==> src/sv/ray_circle_nearest_hit_defines.svh <==
// ---------------------------------------------------------------------------
// Assertion macros for the ray / circle nearest hit block
// Clocked on clock, disabled while reset is high.
// ---------------------------------------------------------------------------
`ifndef RAY_CIRCLE_NEAREST_HIT_DEFINES_SVH
`define RAY_CIRCLE_NEAREST_HIT_DEFINES_SVH

// cond must hold at every clock edge
`define RCNH_ASSERT_ALWAYS(label, cond, msg) \
   label: assert property (@(posedge clock) disable iff (reset) (cond)) else $error(msg);

// cons must hold in the cycle after ante
`define RCNH_ASSERT_NEXT(label, ante, cons, msg) \
   label: assert property (@(posedge clock) disable iff (reset) (ante) |=> (cons)) \
      else $error(msg);

`endif

==> src/sv/rcnh_pkg.sv <==
// ---------------------------------------------------------------------------
// rcnh_pkg
// Widths, register indexes, datapath ops and shared helpers.
// ---------------------------------------------------------------------------
package rcnh_pkg;

   localparam int COORD_BITS = 24;
   localparam int DIR_BITS   = 16;
   localparam int LEN_BITS   = 24;

   localparam int CSR_W     = (COORD_BITS > LEN_BITS) ? COORD_BITS : LEN_BITS;
   localparam int CSR_IDX_W = 3;

   localparam logic [CSR_IDX_W-1:0] CSR_ORIGIN_X   = 3'd0;
   localparam logic [CSR_IDX_W-1:0] CSR_ORIGIN_Y   = 3'd1;
   localparam logic [CSR_IDX_W-1:0] CSR_DIR_X      = 3'd2;
   localparam logic [CSR_IDX_W-1:0] CSR_DIR_Y      = 3'd3;
   localparam logic [CSR_IDX_W-1:0] CSR_MAX_LENGTH = 3'd4;

   localparam logic [DIR_BITS-1:0] DIR_X_RESET      = DIR_BITS'(32767);
   localparam logic [LEN_BITS-1:0] MAX_LENGTH_RESET = LEN_BITS'(512 * 256);

   // difference of two coordinates
   localparam int D_W    = COORD_BITS + 1;
   // multiplier operand, signed
   localparam int OP_W   = (D_W > DIR_BITS) ? D_W : DIR_BITS;
   localparam int PROD_W = 2 * OP_W;
   localparam int ACC_W  = PROD_W;
   // projection / cross product after scaling to Q.8
   localparam int P_W    = COORD_BITS + 4;
   localparam int T_W    = P_W + 1;
   // square root
   localparam int RAD_W  = 2 * COORD_BITS;
   localparam int ROOT_W = COORD_BITS;
   localparam int CNT_W  = $clog2(COORD_BITS);

   typedef enum logic [3:0] {
      OP_IDLE,
      OP_MA,    // prod = dx*ux
      OP_MB,    // prod = dy*uy, acc = prod
      OP_MC,    // prod = dx*uy, acc += prod
      OP_MD,    // prod = dy*ux, p = round(acc), acc = prod
      OP_ME,    // acc -= prod
      OP_MF,    // q = round(acc)
      OP_CHK,   // miss test
      OP_MR,    // prod = r*r
      OP_MQ,    // prod = qa*qa, rad = prod
      OP_SUB,   // rad -= prod, root setup
      OP_SQRT,  // one root bit
      OP_UPD,   // root choice, running minimum
      OP_FIN    // end of item
   } op_type;

   typedef struct packed {
      op_type op;
      logic   load;
      logic   emit;
   } cmd_type;

   typedef struct packed {
      logic skip;
      logic last;
      logic miss;
   } status_type;

   // divide by 2^(DIR_BITS-1), rounding half away from zero
   function automatic logic signed [P_W-1:0] scale_round(input logic signed [ACC_W-1:0] v);
      logic [ACC_W-1:0] mag;
      logic [ACC_W-1:0] rnd;
      mag = v[ACC_W-1] ? ACC_W'(-v) : ACC_W'(v);
      rnd = (mag + (ACC_W'(1) << (DIR_BITS - 2))) >> (DIR_BITS - 1);
      return v[ACC_W-1] ? -P_W'(rnd) : P_W'(rnd);
   endfunction

endpackage

==> src/sv/rcnh_ctrl.sv <==
// ---------------------------------------------------------------------------
// rcnh_ctrl
// Sequencer for one circle item and the result handshake.
// ---------------------------------------------------------------------------
module rcnh_ctrl import rcnh_pkg::*; (
   input  logic       clock,
   input  logic       reset,
   input  logic       req_valid,
   output logic       req_ready,
   output logic       rsp_valid,
   input  logic       rsp_ready,
   input  status_type sts,
   output cmd_type    cmd
);

   typedef enum logic [3:0] {
      ST_IDLE, ST_MA, ST_MB, ST_MC, ST_MD, ST_ME, ST_MF, ST_CHK,
      ST_MR, ST_MQ, ST_SUB, ST_SQRT, ST_UPD, ST_FIN
   } state_type;

   state_type        state_ff;
   logic [CNT_W-1:0] cnt_ff;
   logic             rsp_valid_ff;

   assign req_ready = (state_ff == ST_IDLE);
   assign rsp_valid = rsp_valid_ff;

   always_comb begin
      cmd.load = req_valid && (state_ff == ST_IDLE);
      cmd.emit = (state_ff == ST_FIN) && sts.last && !rsp_valid_ff;
      case (state_ff)
         ST_MA:   cmd.op = OP_MA;
         ST_MB:   cmd.op = OP_MB;
         ST_MC:   cmd.op = OP_MC;
         ST_MD:   cmd.op = OP_MD;
         ST_ME:   cmd.op = OP_ME;
         ST_MF:   cmd.op = OP_MF;
         ST_CHK:  cmd.op = OP_CHK;
         ST_MR:   cmd.op = OP_MR;
         ST_MQ:   cmd.op = OP_MQ;
         ST_SUB:  cmd.op = OP_SUB;
         ST_SQRT: cmd.op = OP_SQRT;
         ST_UPD:  cmd.op = OP_UPD;
         ST_FIN:  cmd.op = OP_FIN;
         default: cmd.op = OP_IDLE;
      endcase
   end

   always_ff @(posedge clock) begin
      if (reset) begin
         state_ff     <= ST_IDLE;
         cnt_ff       <= '0;
         rsp_valid_ff <= 1'b0;
      end else begin
         if (rsp_valid_ff && rsp_ready) rsp_valid_ff <= 1'b0;
         case (state_ff)
            ST_IDLE: if (req_valid) state_ff <= ST_MA;
            ST_MA:   state_ff <= sts.skip ? ST_FIN : ST_MB;
            ST_MB:   state_ff <= ST_MC;
            ST_MC:   state_ff <= ST_MD;
            ST_MD:   state_ff <= ST_ME;
            ST_ME:   state_ff <= ST_MF;
            ST_MF:   state_ff <= ST_CHK;
            ST_CHK:  state_ff <= sts.miss ? ST_FIN : ST_MR;
            ST_MR:   state_ff <= ST_MQ;
            ST_MQ:   state_ff <= ST_SUB;
            ST_SUB: begin
               cnt_ff   <= '0;
               state_ff <= ST_SQRT;
            end
            ST_SQRT: begin
               cnt_ff <= cnt_ff + 1'b1;
               if (cnt_ff == CNT_W'(COORD_BITS - 1)) state_ff <= ST_UPD;
            end
            ST_UPD:  state_ff <= ST_FIN;
            ST_FIN: begin
               if (!sts.last) begin
                  state_ff <= ST_IDLE;
               end else if (!rsp_valid_ff) begin
                  rsp_valid_ff <= 1'b1;
                  state_ff     <= ST_IDLE;
               end
            end
            default: state_ff <= ST_IDLE;
         endcase
      end
   end

endmodule

==> config.mk <==
export PLATFORM = sky130hd
export DESIGN_NAME = rcnh_ctrl
export DESIGN_NICKNAME = d
export VERILOG_FILES = /design/src/sv/ray_circle_nearest_hit_defines.svh /design/src/sv/rcnh_pkg.sv /design/src/sv/rcnh_ctrl.sv
export SDC_FILE = /design/constraint.sdc
export NUM_CORES = 1
export LEC_CHECK = 0
export ABC_AREA = 1
export BUFFER_PORTS_ARGS = -buffer_cell sky130_fd_sc_hd__buf_2
export CAP_MARGIN = 20
export CORE_UTILIZATION = 35
export DETAILED_ROUTE_END_ITERATION = 16
export GPL_ROUTABILITY_DRIVEN = 0
export SLEW_MARGIN = 15
export SYNTH_ARGS = -nofsm -noshare
export SYNTH_HDL_FRONTEND = slang
export SYNTH_SLANG_ARGS = --single-unit
==> constraint.sdc <==
create_clock -name clock -period 2.11 [get_ports clock]
set_clock_uncertainty 0.1 [all_clocks]
set_input_delay 0.422 -clock clock [delete_from_list [all_inputs] [get_ports clock]]
set_output_delay 0.422 -clock clock [all_outputs]
set_load 0.1 [all_outputs]
# Yosys cells after proc, flatten, opt, wreduce, memory -nomap -nowiden
# Memories as Yosys holds them, arrays and structs flattened. A register that Yosys moved wholly into a read port is not among the register bits.
# Index checks and enable logic that the tools add are counted.
# Widths: inputs -> output; s select.
# word_totals
rom_bits	64
register_bits	10
input_bits	7
wordCells	44
n_memories	1
out_inout_bits	8
# classes
n_eq_ne	17
add_sub_neg	1
muxes	14
n_reduce_logical	8
# mem_list
name	words	word_bits	rd	rd_ports_with_merged_regs	write_ports	line_no	text
(name not given)	16	4	1	1	0	rcnh_ctrl.sv:31	case (state_ff)
# ops
cell	count
$pmux 4 s14	1
$mux 4	7
$eq 4x4->1 const B	6
$eq 4x3->1 const B	4
$pmux 5 s2	1
$eq 4x2->1 const B	2
$add 5x1->5 const B	1
$eq 5x5->1 const B	1
$eq 4x1->1 const B	1
$logic_and 1x1->1	4
$logic_not 4->1	1
$mux 1	4
$ne 2x2->1 const B	2
$mux 3	1
$ne 3x3->1 const B	1
$reduce_and 3->1	1
$reduce_bool 2->1	1
$logic_not 1->1	1

# Depth between registers and ports, before layout
# depth
word_depth	5
ltp_mapped	10
ltp_nobuf	10

# Worst setup path after synthesis
# No wires, ideal clock.
# synth_timing
path_kind	register to output
start	reg state_ff[3]
end	out cmd[1] (netlist name)
n_path_buf	0
t_arrival_ns	1.906
path_stages_with_launch	4
setup_slack_ns	-0.318
t_required_ns	1.588
cell_sequence	dfxtp_1 > nor2_1 > nand2_1 > nor2_1
# synth_rtl
element	line_no	text
start, declared	rcnh_ctrl.sv:21	state_type state_ff;
start signal, assigned	rcnh_ctrl.sv:58	ST_MA: state_ff <= sts.skip ? ST_FIN : ST_MB;
start signal, assigned	rcnh_ctrl.sv:64	ST_CHK: state_ff <= sts.miss ? ST_FIN : ST_MR;
end, declared	rcnh_ctrl.sv:13	output cmd_type cmd

# Worst setup path in the final report
# layout_timing
start	reg state_ff[1]
end	out req_ready
# layout_between
elab_chain_cells	1
# layout_lines
element	line_no	text
$logic_not 4->1	rcnh_ctrl.sv:25	assign req_ready = (state_ff == ST_IDLE);
end, declared	rcnh_ctrl.sv:9	output logic req_ready,
# Every way passes these cells.

==> reports/qor.csv <==
stage,metric,value,unit
sta,fmax,498,MHz
critical_path,rr_endpoint,state_ff[3],
synthesis,syn_nets,121,
synthesis,yosysTopAreaCellShare,38.0,%
synthesis,synthesis.area,737,µm²
power_and_ir_drop,pwr-share-clk,12.5,%
sta,relSlewSlack,67.9,%
clock_network,cts_max_level,1,
critical_path,cp-start-kind,register,
synthesis,ys_async_sr_fraction,0,%
critical_path,rr_worst_depth,10,
floorplan,io_pins,15,
critical_path,end_kind,primary output,
power_and_ir_drop,p_leak,0.483,nW
clock_network,insertion_delay,0.27,ns
sta,hold_viol,0,
floorplan,initial_core_util,37.6,%
synthesis,syn_inst,113,
synthesis,synth_edf_count,0,
clock_network,cts_max_path_buffers,2,
synthesis,post_synth_num_cell_types,16,
sta,period_share,95.2,%
critical_path,critPathRequiredTime,1.59,ns
clock_network,cts_tree,yes,
final_layout,fillers,230,
synthesis,synthTopCellsByCount,"nand2_1 (29), nor2_1 (21), inv_1 (15), dfxtp_1 (14), nand3_1 (12)",
final_layout,area_growth,20.5,%
worst_hold_path,hold_path_class,in2reg,
clock_network,cts_made_buffers,3,
placement,dp.final_hpwl,1170,µm
worst_hold_path,worstHoldStart,rsp_ready,
routing,finalWirelength,1480,µm
power_and_ir_drop,p_seq_share,26.1,%
synthesis,yosys.area.top_type,dfxtp_1,
routing,drc,0,
clock_network,postCtsSetupBuffers,0,
synthesis,ys_seq_area_share,38.0,%
flow_run,maxCapViolCount,0,
power_and_ir_drop,switching_share,58.2,%
critical_path,crit_type,reg2out,
synthesis,yosysMostFrequentCell,nand2_1,
critical_path,critical_path_peak_fanout,7,
synthesis,ys_warn_count,0,
power_and_ir_drop,finalPower,1.51,mW
power_and_ir_drop,p_int,631,µW
routing,vias,724,
routing,via_per_inst,4.58,
synthesis,synth_area_leaders,"dfxtp_1 (38%), nand2_1 (15%), nor2_1 (11%)",
run_status,status,"finished, final reports clean",
critical_path,rrSetupSlack,0.60,ns
routing,antenna_left,0,
floorplan,die_x,47.9,µm
global_route,grt_pass1_wl,2370,µm
synthesis,synth_ff_type,dfxtp_1,
power_and_ir_drop,p_switching,881,µW
critical_path,r2r-start,cnt_ff[0],
final_layout,fin_util,45.3,%
clock_network,cts-root-buf,clkbuf_4,
sta,period_needed,2.01,ns
routing,routedWlPerCell,9.36,µm
synthesis,ys_ff_latch,14,
synthesis,syn_avg_cell_area,6.52,µm²
sta,drv_slew,0,
floorplan,core,1960,µm²
global_route,antenna_found_initial,0,
routing,drt_iter0_drc,18,
power_and_ir_drop,irDropWorstVdd,1560,µV
sta,worst_pin_slew,0.484,ns
final_layout,drive_above_1_share,17.6,%
global_route,grt_pass1_vias,588,
placement,port_buffers,14,
power_and_ir_drop,combPwrFrac,61.4,%
global_route,grt_overflow_total,0,
final_layout,final_net_count,140,
clock_network,cts.clk_slew.worst_paths,0.08,ns
routing,dr.pass1.iters,4,
power_and_ir_drop,power.density,1700,nW/µm²
global_route,grt_max_degree,15,
worst_hold_path,hold-path-cell-count,4,
sta,setup_viol,0,
floorplan,die-area,2290,µm²
floorplan,die_h,47.9,µm
worst_hold_path,min_to,rsp_valid,
critical_path,crit_arrival,1.49,ns
floorplan,rows,16,
global_route,globalRouteTotalUtil,15.2,%
final_layout,n_antenna_cell,0,
clock_network,clock_sinks,14,
==> critical path, cell delays in order, from the launching register on <==
cell and delay [ns]:
dfxtp_1 0.40, nor2_1 0.23, nand2_1 0.12, inv_1 0.06
buf_2 0.41
==> flip-flops by register name (all words and copies together), names as in the netlist <==
register	cells
rsp_valid	1
state_ff	4
cmd	4
cnt_ff	5
==> power by group through the flow <==
stage	clock, mW	sequential [mW]	combinational, mW
detailed placement	0	0.400	0.928
global placement	0	0.400	0.930
CTS	0.193	0.396	0.930
global route	0.216	0.406	1.01
finish	0.189	0.395	0.928
floorplan	0	0.642	0.532
==> cells in the final DEF, fill, tap and decap left out, types with 2 or more instances in the layout <==
cell type / n
nand2_4: 2
inv_1: 15
clkbuf_4: 5
nand2_1: 29
nor2_1: 20
o21ai_0: 5
dfxtp_1: 14
nand3_1: 12
a21oi_1: 7
buf_2: 12
==> worst max path at each step <==
| stage | startpoint | end | slack [ns] | cells past startpoint |
|---|---|---|---|---|
| floorplan | rsp_valid | cmd[0] | 0.02 | 2 |
| global placement | state_ff[3] | cmd[0] | 0.38 | 5 |
| detailed placement | state_ff[3] | cmd[0] | 0.35 | 5 |
| CTS | state_ff[3] | cmd[0] | 0.04 | 5 |
| global route | state_ff[1] | req_ready | -0.008 | 4 |
| finish | state_ff[1] | req_ready | 0.10 | 4 |
==> area by class of cell <==
class,count,area [µm²],share of cell area (%)
inverters,15,56.3,6.34
well taps,27,33.8,3.80
repair buffers,15,82.6,9.30
multi-input cells,83,399,44.9
flip-flops and latches,14,280,31.5
clock buffers,4,36.3,4.08
==> per-layer routing <==
layer	up-vias	global-route usage [%]	wire length, µm
li1	390	-	-
met1	318	19.2	691
met2	14	24.6	707
met3	2	3.40	54
met4	0	6.67	25
met5	-	0	0
==> cell families after synthesis <==
kind of cell	after synthesis	share of synthesized area (%)
adder cells (fa/ha/maj)	1	1.70
AND/OR/NAND/NOR	67	41.1
AO/OA/AOI/OAI	15	11.0
buffers and inverters	16	8.15
flip-flops	14	38.0
==> metrics by stage <==
step | setup slack [ns] | setup TNS, ns | hold WS (ns) | area (µm²) | std cells
6_report | 0.100 | 0 | 0.321 | 888 | 158
4_1_cts | 0.0412 | 0 | 0.315 | 883 | 158
3_5_place_dp | 0.350 | 0 | 0.373 | 847 | 154
3_3_place_gp | 0.376 | 0 | 0.370 | 847 | 154
5_1_grt | -0.00800 | -0.00800 | 0.341 | 888 | 158
2_1_floorplan | 0.0185 | 0 | 0.352 | 739 | 113
==> timing repair <==
item | CTS | global route
gates resized for setup | 0 | 2
hold buffers | 0 | 0
endpoints found under the setup margin | 0 | 2
Note: power is estimated with default switching activity, not from simulation.
